`src/design/vrst_pkg.sv`:
```
// Shared types and constants for the vertex rotate/scale/translate pipeline.
`default_nettype none

package vrst_pkg;

    // Fixed field widths of the configuration registers
    localparam int TRIG_WIDTH      = 16;
    localparam int SCALE_WIDTH     = 16;
    localparam int SCALE_FRAC_BITS = 8;
    localparam int CFG_DATA_WIDTH  = 48;
    localparam int CFG_INDEX_WIDTH = 3;

    // Register indexes on the configuration port
    typedef enum logic [CFG_INDEX_WIDTH-1:0] {
        REG_ROT_YZ   = 3'd0,
        REG_ROT_XZ   = 3'd1,
        REG_ROT_XY   = 3'd2,
        REG_SCALE    = 3'd3,
        REG_OFFSET_X = 3'd4,
        REG_OFFSET_Y = 3'd5,
        REG_OFFSET_Z = 3'd6
    } cfg_reg_t;

    // One planar rotation: cosine in the upper half, sine in the lower half
    typedef struct packed {
        logic signed [TRIG_WIDTH-1:0] cosv;
        logic signed [TRIG_WIDTH-1:0] sinv;
    } rot_t;

    // Per-axis scale factors, x in the top bits
    typedef struct packed {
        logic signed [SCALE_WIDTH-1:0] kx;
        logic signed [SCALE_WIDTH-1:0] ky;
        logic signed [SCALE_WIDTH-1:0] kz;
    } scale_t;

    localparam rot_t   ROT_RESET   = '{cosv: 16'sh4000, sinv: 16'sh0000};
    localparam scale_t SCALE_RESET = '{kx: 16'sh0100, ky: 16'sh0100, kz: 16'sh0100};

endpackage

`default_nettype wire

```
`src/design/vrst_scale_offset.sv`:
```
// Per-axis scale (multiply, floor shift, saturate) and offset add with saturation.
`default_nettype none

module vrst_scale_offset #(
    parameter int CW = 32
) (
    input  logic                 aclk,
    input  logic                 aresetn,
    input  vrst_pkg::scale_t     scale,
    input  logic signed [CW-1:0] offset_x,
    input  logic signed [CW-1:0] offset_y,
    input  logic signed [CW-1:0] offset_z,
    input  logic                 in_valid,
    output logic                 in_ready,
    input  logic signed [CW-1:0] in_v [3],
    input  logic                 in_ovf,
    output logic                 out_valid,
    input  logic                 out_ready,
    output logic signed [CW-1:0] out_v [3],
    output logic                 out_ovf
);

    localparam int PW = CW + vrst_pkg::SCALE_WIDTH;
    localparam logic signed [CW-1:0] CMAX = {1'b0, {(CW-1){1'b1}}};
    localparam logic signed [CW-1:0] CMIN = {1'b1, {(CW-1){1'b0}}};

    logic signed [vrst_pkg::SCALE_WIDTH-1:0] k [3];
    logic signed [CW-1:0]                    off [3];

    logic                 mul_valid_reg, shf_valid_reg, add_valid_reg;
    logic                 mul_ready, shf_ready, add_ready;
    logic signed [PW-1:0] prod_reg [3];
    logic signed [PW-1:0] prod_next [3];
    logic signed [CW-1:0] shf_reg [3];
    logic signed [CW-1:0] shf_next [3];
    logic signed [CW-1:0] add_reg [3];
    logic signed [CW-1:0] add_next [3];
    logic                 ovf1_reg, ovf2_reg, ovf3_reg;
    logic                 ovf2_next, ovf3_next;
    logic signed [PW-1:0] sh [3];
    logic signed [CW:0]   sum [3];
    logic [2:0]           over_s, over_a;

    assign k[0]   = scale.kx;
    assign k[1]   = scale.ky;
    assign k[2]   = scale.kz;
    assign off[0] = offset_x;
    assign off[1] = offset_y;
    assign off[2] = offset_z;

    // Stall a stage only when it holds an item that cannot move on
    assign add_ready = !add_valid_reg || out_ready;
    assign shf_ready = !shf_valid_reg || add_ready;
    assign mul_ready = !mul_valid_reg || shf_ready;
    assign in_ready  = mul_ready;

    // Lane arithmetic: product, floor shift with clamp, offset add with clamp
    always_comb begin
        for (int i = 0; i < 3; i++) begin
            prod_next[i] = in_v[i] * k[i];
            sh[i]        = prod_reg[i] >>> vrst_pkg::SCALE_FRAC_BITS;
            over_s[i]    = !((&sh[i][PW-1:CW-1]) || !(|sh[i][PW-1:CW-1]));
            if (over_s[i]) begin
                shf_next[i] = sh[i][PW-1] ? CMIN : CMAX;
            end else begin
                shf_next[i] = sh[i][CW-1:0];
            end
            sum[i]    = {shf_reg[i][CW-1], shf_reg[i]} + {off[i][CW-1], off[i]};
            over_a[i] = sum[i][CW] != sum[i][CW-1];
            if (over_a[i]) begin
                add_next[i] = sum[i][CW] ? CMIN : CMAX;
            end else begin
                add_next[i] = sum[i][CW-1:0];
            end
        end
        ovf2_next = ovf1_reg || (|over_s);
        ovf3_next = ovf2_reg || (|over_a);
    end

    // Advance valid bits
    always_ff @(posedge aclk) begin
        if (!aresetn) begin
            mul_valid_reg <= 1'b0;
            shf_valid_reg <= 1'b0;
            add_valid_reg <= 1'b0;
        end else begin
            if (mul_ready) begin
                mul_valid_reg <= in_valid;
            end
            if (shf_ready) begin
                shf_valid_reg <= mul_valid_reg;
            end
            if (add_ready) begin
                add_valid_reg <= shf_valid_reg;
            end
        end
    end

    // Load payload only when an item moves into the stage
    always_ff @(posedge aclk) begin
        if (mul_ready && in_valid) begin
            prod_reg <= prod_next;
            ovf1_reg <= in_ovf;
        end
        if (shf_ready && mul_valid_reg) begin
            shf_reg  <= shf_next;
            ovf2_reg <= ovf2_next;
        end
        if (add_ready && shf_valid_reg) begin
            add_reg  <= add_next;
            ovf3_reg <= ovf3_next;
        end
    end

    assign out_valid = add_valid_reg;
    assign out_v     = add_reg;
    assign out_ovf   = ovf3_reg;

endmodule

`default_nettype wire
```
`config.mk`:
```
export PLATFORM = sky130hd
export DESIGN_NAME = vrst_scale_offset
export DESIGN_NICKNAME = d
export VERILOG_FILES = /design/src/design/vrst_pkg.sv /design/src/design/vrst_scale_offset.sv
export SDC_FILE = /design/constraint.sdc
export NUM_CORES = 2
export LEC_CHECK = 0
export BUFFER_PORTS_ARGS = -buffer_cell sky130_fd_sc_hd__buf_4
export CAP_MARGIN = 20
export CORE_MARGIN = 8
export CORE_UTILIZATION = 65
export DETAILED_ROUTE_END_ITERATION = 16
export PLACE_DENSITY = 0.95
export RECOVER_POWER = 50
export SLEW_MARGIN = 20
export SYNTH_ARGS = -nofsm -noshare
export SYNTH_HDL_FRONTEND = slang
export SYNTH_SLANG_ARGS = --single-unit
```
`constraint.sdc`:
```
create_clock -name aclk -period 16.58 [get_ports aclk]
set_input_delay 4.145 -clock aclk [delete_from_list [all_inputs] [get_ports aclk]]
set_output_delay 4.145 -clock aclk [all_outputs]
set_load 0.01 [all_outputs]
```
==> summary.txt <==
Run status
  – Status: finished, violations left
  – Failing checks: capacitance limit, slew limit

Detailed routing
  – TritonRoute pass-1 iters: 7
  – DRT met1 WL: 63000 um
  – Vias: 51403
  – Routed WL: 188000 um
  – WL met3: 24000 um
  – Met2 routed wirelength: 87000 um
  – Detail Route Antenna Nets: 0
  – Highest layer used for signal routing: met5
  – Via density: 6.00
  – Post-DR wirelength/cell: 22.0 um
  – Iteration-0 DRC Markers: 5166
  – DR DRC count: 0

Floorplan
  – Die Ht: 339 um
  – Core Area: 103000 um2
  – Core Rows: 118
  – Ports: 344
  – Chip width: 339 um
  – Die area: 115000 um2
  – Initial core utilization: 65.5%

Clock network
  – CTS clock-pin slew for the worst setup and hold paths: 60 ps
  – Later-pin clock latency in the skew report: 540 ps
  – Clk root buf: clkbuf_16
  – Clk buf depth: 3
  – Hold_buf cts: 0
  – Post-CTS Setup Repair Bufs: 0
  – Total CTS buffers: 38
  – H-tree lvl count: 2
  – Clk sinks: 318
  – CTS tree: built
  – Cts repair resizes: 0

Timing
  – Final Setup Violations: 0
  – Slew margin rel.: -192%
  – Fin. Hold Viols: 0
  – Fmax: 87.6 MHz
  – RSZ-0062 raised after global routing: false
  – Fin Setup TNS: 0 ps
  – Actual slew at the worst max-slew pin: 4380 ps
  – Crit share post-route: 68.8%
  – Slew Viols, Final: 424
  – Clk_skew: 29.8 ps
  – Final min period: 11410 ps

Placement
  – Post-DP HPWL: 147000 um
  – IO buf count: 343
  – Routability cong.: 0.970

Synthesis
  – Cells after Synth: 7038
  – Mapped cell area: 67700 um2
  – Post-synth top flop: edfxtp_1
  – Sequential area share after synthesis: 14.1%
  – Post-synth top area share: 43.1%
  – Number of flops mapped to enable cells by yosys: 315
  – Post-Syn Nets: 9170
  – Synth async-reset ratio: 0%
  – Synthesized area per cell: 9.62 um2
  – Seq cells post-synth: 318
  – YS warnings: 0
  – Dominant cells by area after synthesis: fa_1 (43%), edfxtp_1 (14%), inv_1 (9.4%)
  – Netlist cell types: 94
  – Biggest area consumer among synthesized cells: fa_1

Cells and area
  – Layout area overhead: 6.14%
  – Number of fill cells in the layout: 7046
  – Proportion of layout cells with a drive suffix above 1: 4.93%
  – Fin nets: 9280
  – Max reg flops: 120

Critical path
  – Startpoint class of the critical path: primary input
  – Crit-path cells: buf_4 -> clkinv_1 -> nor2_1 -> fa_1 -> fa_1 -> fa_1 -> fa_1 -> fa_1 -> inv_1 -> fa_1 -> inv_1 -> ha_1 -> a21o_1 -> a21oi_1 -> o21ai_0 -> a21oi_1 -> a31oi_1 -> o211a_1 -> o311a_1 -> o21ai_0 -> a32oi_1 -> xor2_1
  – Crit-path max FO: 25
  – CP required: 16870 ps
  – Most frequent CP cell: fa_1
  – Data arrival time of the worst path: 11700 ps
  – Critical path's slowest cell: clkinv_1
  – Crit Path Class: in2reg
  – Slowest stage delay, CP: 870 ps
  – Crit path capture type: flip-flop

Global routing
  – Initial antenna violation count: 18
  – Largest net degree at the start of global routing: 78
  – Gr usage total: 32.9%
  – Vias in the first global route: 58190
  – GRT overflow: 0
  – First-pass GRT wire length: 300000 um

Job
  – Maximum capacitance violations: 9

Worst hold path
  – Tightest Hold Check Type: reg2reg
[cell usage after synthesis (all sizes together) (4+ instances only)]
cell     instances
and3            13
o21ai          112
or3              9
nand2          899
o211ai           7
o21bai          20
o31a             9
o41ai            4
o21a            39
nor2           205
a41oi            6
buf             19
a21boi           4
a21o           191
and4             4
nor4             7
a21oi          167
nand3           38
a211oi          13
fa            1458
xnor2          153
a2111oi          5
and2           607
nand4           35
xor2            57
a211o           11
maj3            45
nand2b          37
clkbuf         266
o31ai            8
a31oi           22
nor3            35
o311a            4
inv           1703
a311oi           4
ha             429
a221oi           5
edfxtp         315
nor2b           23
[critical path: cells and delay by family]
family	cells	cell delay, ps
buffers and inverters	4	1170
AOI/OAI and AO/OA	9	2490
and+or+nand+nor	1	480
adders and majority gates	7	3250
xor gates and xnor gates	1	170
[final cells by class]
class	count	area, um2	share of cell area (%)
flip-flops and latches	318	9520	13.2
multi-input cells	4731	50700	70.6
inverters	1704	6400	8.90
clock inverters	19	194	0.270
clock buffers	48	1020	1.42
well taps	1380	1730	2.40
diodes	7	17.5	0.0244
repair buffers	355	2260	3.15
[cells by family (layout without fill, tap and decap cells)]
| family | Yosys count | count (layout) | synth area share [%] |
|---|---|---|---|
| buffers and inverters | 1989 | 2126 | 11.1 |
| adders and majority gates | 1932 | 1932 | 51.7 |
| and+or+nand+nor | 1926 | 1926 | 13.7 |
| AOI/OAI and AO/OA | 661 | 661 | 6.65 |
| DFF | 318 | 318 | 14.1 |
| xor gates and xnor gates | 210 | 210 | 2.74 |
| muxes | 2 | 2 | 0.0481 |
| other | 0 | 7 | 0 |
[layer usage]
layer	GRT usage [%]	up-vias
li1	-	21313
met1	39.1	25406
met2	52.6	3605
met3	10.1	1069
met4	20.3	10
met5	0	-
[layout by cell type (no fill, tap or decap), types with 17 or more instances in the layout]
master / count
nor2_1: 203
nor2b_1: 23
o21ai_2: 17
xor2_1: 57
edfxtp_1: 315
fa_1: 1458
a21oi_1: 162
nand2_1: 898
o21a_1: 38
o21ai_0: 88
nor3_1: 35
inv_1: 1701
clkbuf_16: 39
ha_1: 429
nand4_1: 35
a21o_1: 191
and2_1: 607
clkbuf_1: 115
buf_4: 247
nand2b_1: 37
xnor2_1: 150
o21bai_1: 20
nand3_1: 38
a31oi_1: 20
maj3_1: 45
[metrics by stage]
step	utilization [%]	area, um2	cells	setup slack (ps)	hold slack, ps
2_1_floorplan	-	67700	7038	4610	482
3_3_place_gp	68.7	71000	8488	5380	498
3_5_place_dp	68.7	71000	8488	4880	503
4_1_cts	69.9	72300	8555	5420	508
5_1_grt	69.5	71800	8555	5050	528
6_report	69.5	71800	8562	5170	495
[worst paths after layout]
check             from            end  slack, ps  depth (start not counted)
min           ovf2_reg        out_ovf        490                          1
max reg2reg  out_valid     shf_reg[1]       9680                          3
max          scale[47]  prod_reg[142]       5170                         22
min reg2reg   ovf2_reg        out_ovf        490                          1
Power is left out: the tool's default activity adds up to more than one toggle a clock period on the data nets, which glitch-free logic cannot reach.
